**config.mk**
```make
export PLATFORM = sky130hd
export DESIGN_NAME = e2q_sincos
export DESIGN_NICKNAME = d
export VERILOG_FILES = /design/src/design/e2q_pkg.sv /design/src/design/e2q_sincos.sv
export SDC_FILE = /design/constraint.sdc
export NUM_CORES = 2
export LEC_CHECK = 0
export ABC_AREA = 0
export BUFFER_PORTS_ARGS = -buffer_cell sky130_fd_sc_hd__buf_2
export CORE_MARGIN = 5
export CORE_UTILIZATION = 59
export CTS_CLUSTER_SIZE = 12
export DETAILED_ROUTE_END_ITERATION = 10
export GPL_ROUTABILITY_DRIVEN = 1
export PLACE_DENSITY = 0.78
export SYNTH_ARGS = -nofsm -noshare
export SYNTH_HDL_FRONTEND = slang
export SYNTH_SLANG_ARGS = --single-unit
export TNS_END_PERCENT = 30
```
**constraint.sdc**
```tcl
create_clock -name aclk -period 4.9 [get_ports aclk]
set_clock_uncertainty 0.1 [all_clocks]
set_input_delay 0.245 -clock aclk [delete_from_list [all_inputs] [get_ports aclk]]
set_output_delay 0.245 -clock aclk [all_outputs]
set_load 0.02 [all_outputs]
```
**src/design/e2q_pkg.sv**
```systemverilog
`timescale 1ns / 1ps
// Shared widths, types and the arctangent table for the Euler-to-quaternion pipeline.
package e2q_pkg;

    localparam int ANGLE_W = 16;
    localparam int QUAT_W = 16;
    localparam int XY_W = 33;
    localparam int Z_W = 34;
    localparam int TRIG_W = 22;
    localparam int PROD_W = 2 * TRIG_W;
    localparam int SUM_W = PROD_W + 1;
    localparam int Q14_W = SUM_W - 26;
    localparam int ATAN_LEN = 24;
    localparam int ATAN_IDX_W = 5;

    localparam logic signed [ANGLE_W-1:0] ANGLE_LIMIT = 16'sd25736;
    localparam logic signed [XY_W-1:0] CORDIC_GAIN_INV = 33'sd652032874;
    localparam logic signed [XY_W:0] ROUND_Q20 = 34'sd512;
    localparam logic signed [PROD_W:0] ROUND_PAIR = 45'sd524288;
    localparam logic signed [SUM_W:0] ROUND_Q14 = 46'sd33554432;
    localparam logic signed [Q14_W-1:0] Q14_ONE = 19'sd16384;

    typedef struct packed {
        logic signed [TRIG_W-1:0] cosine;
        logic signed [TRIG_W-1:0] sine;
    } trig_t;

    function automatic logic signed [Z_W-1:0] atan_q30(input logic [ATAN_IDX_W-1:0] idx);
        logic signed [Z_W-1:0] val;
        case (idx)
            5'd0:    val = 34'sd843314856;
            5'd1:    val = 34'sd497837829;
            5'd2:    val = 34'sd263043836;
            5'd3:    val = 34'sd133525158;
            5'd4:    val = 34'sd67021686;
            5'd5:    val = 34'sd33543515;
            5'd6:    val = 34'sd16775850;
            5'd7:    val = 34'sd8388437;
            5'd8:    val = 34'sd4194282;
            5'd9:    val = 34'sd2097149;
            5'd10:   val = 34'sd1048575;
            5'd11:   val = 34'sd524287;
            5'd12:   val = 34'sd262143;
            5'd13:   val = 34'sd131071;
            5'd14:   val = 34'sd65535;
            5'd15:   val = 34'sd32767;
            5'd16:   val = 34'sd16383;
            5'd17:   val = 34'sd8191;
            5'd18:   val = 34'sd4095;
            5'd19:   val = 34'sd2047;
            5'd20:   val = 34'sd1023;
            5'd21:   val = 34'sd511;
            5'd22:   val = 34'sd255;
            5'd23:   val = 34'sd127;
            default: val = '0;
        endcase
        return val;
    endfunction

endpackage

```
**src/design/e2q_sincos.sv**
```systemverilog
`timescale 1ns / 1ps
// Pipelined rotation-mode CORDIC giving the cosine and sine of half an input angle.
module e2q_sincos #(
    parameter int STAGES = 16
) (
    input  logic                                 aclk,
    input  logic [STAGES+1:0]                    stage_en,
    input  logic signed [e2q_pkg::ANGLE_W-1:0]   angle,
    output e2q_pkg::trig_t                       trig
);

    logic signed [e2q_pkg::XY_W-1:0] x_reg [0:STAGES];
    logic signed [e2q_pkg::XY_W-1:0] y_reg [0:STAGES];
    logic signed [e2q_pkg::Z_W-1:0]  z_reg [0:STAGES];
    e2q_pkg::trig_t                  trig_reg;

    logic signed [e2q_pkg::ANGLE_W-1:0] angle_clamped;
    logic signed [e2q_pkg::Z_W-1:0]     angle_wide;
    logic signed [e2q_pkg::XY_W:0]      x_round;
    logic signed [e2q_pkg::XY_W:0]      y_round;

    always_comb begin
        if (angle > e2q_pkg::ANGLE_LIMIT) begin
            angle_clamped = e2q_pkg::ANGLE_LIMIT;
        end else if (angle < -e2q_pkg::ANGLE_LIMIT) begin
            angle_clamped = -e2q_pkg::ANGLE_LIMIT;
        end else begin
            angle_clamped = angle;
        end
        angle_wide = e2q_pkg::Z_W'(angle_clamped);
    end

    always_ff @(posedge aclk) begin
        if (stage_en[0]) begin
            x_reg[0] <= e2q_pkg::CORDIC_GAIN_INV;
            y_reg[0] <= '0;
            z_reg[0] <= angle_wide <<< 16;
        end
    end

    for (genvar i = 0; i < STAGES; i++) begin : g_iter
        logic signed [e2q_pkg::XY_W-1:0] x_next;
        logic signed [e2q_pkg::XY_W-1:0] y_next;
        logic signed [e2q_pkg::Z_W-1:0]  z_next;
        logic signed [e2q_pkg::Z_W-1:0]  atan_val;

        always_comb begin
            atan_val = e2q_pkg::atan_q30(e2q_pkg::ATAN_IDX_W'(i));
            if (!z_reg[i][e2q_pkg::Z_W-1]) begin
                x_next = x_reg[i] - (y_reg[i] >>> i);
                y_next = y_reg[i] + (x_reg[i] >>> i);
                z_next = z_reg[i] - atan_val;
            end else begin
                x_next = x_reg[i] + (y_reg[i] >>> i);
                y_next = y_reg[i] - (x_reg[i] >>> i);
                z_next = z_reg[i] + atan_val;
            end
        end

        always_ff @(posedge aclk) begin
            if (stage_en[i+1]) begin
                x_reg[i+1] <= x_next;
                y_reg[i+1] <= y_next;
                z_reg[i+1] <= z_next;
            end
        end
    end

    always_comb begin
        x_round = (e2q_pkg::XY_W+1)'(x_reg[STAGES]) + e2q_pkg::ROUND_Q20;
        y_round = (e2q_pkg::XY_W+1)'(y_reg[STAGES]) + e2q_pkg::ROUND_Q20;
    end

    always_ff @(posedge aclk) begin
        if (stage_en[STAGES+1]) begin
            trig_reg.cosine <= x_round[10 +: e2q_pkg::TRIG_W];
            trig_reg.sine   <= y_round[10 +: e2q_pkg::TRIG_W];
        end
    end

    assign trig = trig_reg;

endmodule

```
==> impl_metrics.tcl <==
set metrics [dict create \
    grtUsageMet3_pct 3.81 \
    cts.htree.levels 4 \
    grt_pass1_wl_um 500000 \
    critPathKind "flip-flop to flip-flop" \
    via_per_inst 6.23 \
    synth_top_area_share_pct 35.9 \
    vias 98821 \
    crit_required_ps 5360 \
    r2r_start "x_reg[0][171]" \
    clock_latency_ps 820 \
    ys_ff_latch 1452 \
    finalMaxSlewViolations 0 \
    port_buffers 78 \
    synth_xor_area_share_pct 12.8 \
    first_global_vias 96335 \
    grt_setup_unrepaired "yes" \
    worstHoldStart "stage_en[15]" \
    grt_use_met1_pct 35.1 \
    fin_crit_sh_pct 97.4 \
    dpl.hpwl_um 247000 \
    clk_pin_slew_ps 60 \
    drc 0 \
    grt_util_met2_pct 49.0 \
    synth_edf_count 1452 \
    r2r_end "y_reg[0][230]" \
    drtPass1Iterations 6 \
    first_iter_violations 7921 \
    crit_fanout 5 \
    synthAdderAreaFrac_pct 14.9 \
    synth-compound-area-share_pct 19.8 \
    synth_common_cells "edfxtp_1, ha_1, a21oi_1" \
    yosys_warnings 0 \
    die_y_um 464 \
    ff2ff_setup_slack_ps 130 \
    place.gp.congestion 0.997 \
    ant_nets 0 \
    yosysTopAreaCell "edfxtp_1" \
    hold_class "input pin to flip-flop" \
    grt_overflow 0 \
    synth_top_family_by_area "compound AO/OA/AOI/OAI gates" \
    timing.fmax_ghz 0.210 \
    syn_area_per_cell_um2 9.62 \
    row_count 166 \
    finalSetupViolCount 0 \
    numClockSinks 1452 \
    synth_ff_type "edfxtp_1" \
    largest_register_ffs 484 \
    grt_usage_pct 28.1 \
    start_util_pct 59.3 \
    synth-simple-area-share_pct 13.3 \
    cts.path.max_buffers 3 \
    grt_busiest_layer "met2" \
    fin_nets 14497 \
    fillers 16150 \
    antenna_found_initial 9 \
    start_kind "flip-flop" \
    die-width_um 464 \
    final_cells 15850 \
    status "complete, no violations" \
    yosysUniqueCellTypes 93 \
    finalHoldViolations 0 \
    synth_mux_area_share_pct 1.07 \
    synth_fp_nets 14095 \
    arrival_ps 5230 \
    clockRootBuffer "clkbuf_16" \
    tritoncts "built" \
    io-pin-count 79 \
    cts_buffers 166 \
    period_minus_slack_ps 4770 \
    drive_gt1_share_pct 6.48 \
    die_area_um2 215000 \
    syn_area_um2 122000 \
    yosysMostFrequentCell "edfxtp_1" \
    netlist_instances 12631 \
    numPlacedInstances 15501 \
    grt_start_max_net_pins 69 \
    routed_wl_um 314000 \
    syn_to_final_growth_pct 9.65 \
    ys_seq_area_share_pct 35.9 \
    min_path_cells 2 \
    critPathCaptureType "flip-flop" \
    tightest_slew_ps 1040 \
    slew_headroom_pct 30.4 \
    r2r_cells 21 \
    async_reset_ff_share_pct 0 \
    wl_per_cell_um 19.8 \
    worst_hold_path.endpoint "x_reg[0][497]" \
    core_area_um2 205000 \
    synth_area_leaders "edfxtp_1, ha_1, xnor2_1, a21oi_1, xor2_1" \
    maxCapViolCount 0 \
]
==> kinds of logic after synthesis <==
kind of cell               Yosys count
AOI/OAI and AO/OA                 3789
and+or+nand+nor                   3344
xor gates and xnor gates          1775
DFF                               1452
adders and majority gates         1429
buffers and inverters              719
muxes                              123
==> worst max-delay path, cell delays in order (launching register included) <==
cell	delay [ps]
edfxtp_1	510
inv_1	140
ha_1	230
nand2_1	130
nor4_1	240
buf_4	190
nand3b_1	160
nor2_1	130
nor2_1	60
xnor2_1	210
ha_1	310
a21o_1	200
nor2_1	80
o21ai_0	100
a221o_1	300
a21o_1	210
a211oi_1	320
buf_4	190
o21a_1	160
o21bai_1	120
a211oi_1	280
xnor2_1	160
==> worst max path at each step <==
stage                     cells past startpoint  slack [ps]             to           from
after floorplan                              16         100  x_reg[0][130]  z_reg[0][101]
after global placement                       13        -170  z_reg[0][203]  z_reg[0][169]
after detailed placement                     13        -250  z_reg[0][203]  z_reg[0][169]
after CTS                                    13          20  z_reg[0][203]  z_reg[0][169]
after global routing                         17         -80  y_reg[0][230]  x_reg[0][179]
final                                        21         130  y_reg[0][230]  x_reg[0][171]
==> area by class of cell <==
cell class / count / area (µm²) / share of cell area (%)
clock buffers: 199 / 4300 / 3.23
flip-flops and latches: 1452 / 43600 / 32.7
inverters: 542 / 2030 / 1.53
diodes: 3 / 7.51 / 0.00563
multi-input cells: 10460 / 75800 / 56.9
well taps: 2688 / 3360 / 2.52
clock inverters: 95 / 1010 / 0.761
repair buffers: 411 / 3140 / 2.35
==> stage by stage <==
stage	util (%)	setup WS, ps	setup TNS, ps	hold WS (ps)	cell area, µm²
after floorplan	-	95.3	0	257	122000
after global placement	61.9	-167	-167	424	127000
after detailed placement	61.9	-249	-249	427	127000
after CTS	64.8	23.5	0	11.6	133000
after global routing	65.1	-81.8	-329	56.5	133000
final	65.1	128	0	49.9	133000
==> metal layers <==
metal	wire length (µm)	part of all wire, %
met2	152000	48
met1	130000	41
met3	18300	5.8
met4	13800	4.4
met5	26	0.0083
==> layout by cell type, fill, tap and decap left out, types with 82 or more instances in the layout <==
cell type | synthesis | routed
inv_1 | 541 | 541
clkbuf_16 | 0 | 167
nor4_1 | 97 | 82
a211oi_1 | 138 | 133
nor2_1 | 1169 | 1160
a31oi_1 | 148 | 140
ha_1 | 1391 | 1391
a21oi_1 | 1371 | 1369
edfxtp_1 | 1452 | 1452
xor2_1 | 614 | 614
nor2b_1 | 156 | 156
buf_4 | 0 | 291
o21ai_0 | 560 | 552
o21bai_1 | 152 | 152
xnor2_1 | 1161 | 1161
o21a_1 | 207 | 207
nand2_1 | 580 | 580
nand2b_1 | 157 | 157
and3_1 | 127 | 127
nand3_1 | 230 | 230
a21o_1 | 583 | 583
nor3_1 | 386 | 370
==> repair_timing <==
action / 4_1_cts / 5_1_grt
pin swaps: 0 / 4
gates resized for setup: 3 / 112
setup buffers: 0 / 6
hold buffers: 46 / 0
endpoints found under the hold margin: 745 / 0
endpoints found under the setup margin: 5 / 112
Power is not shown: default switching activity piles up to over one toggle a cycle in this logic, so the estimate is an artifact.
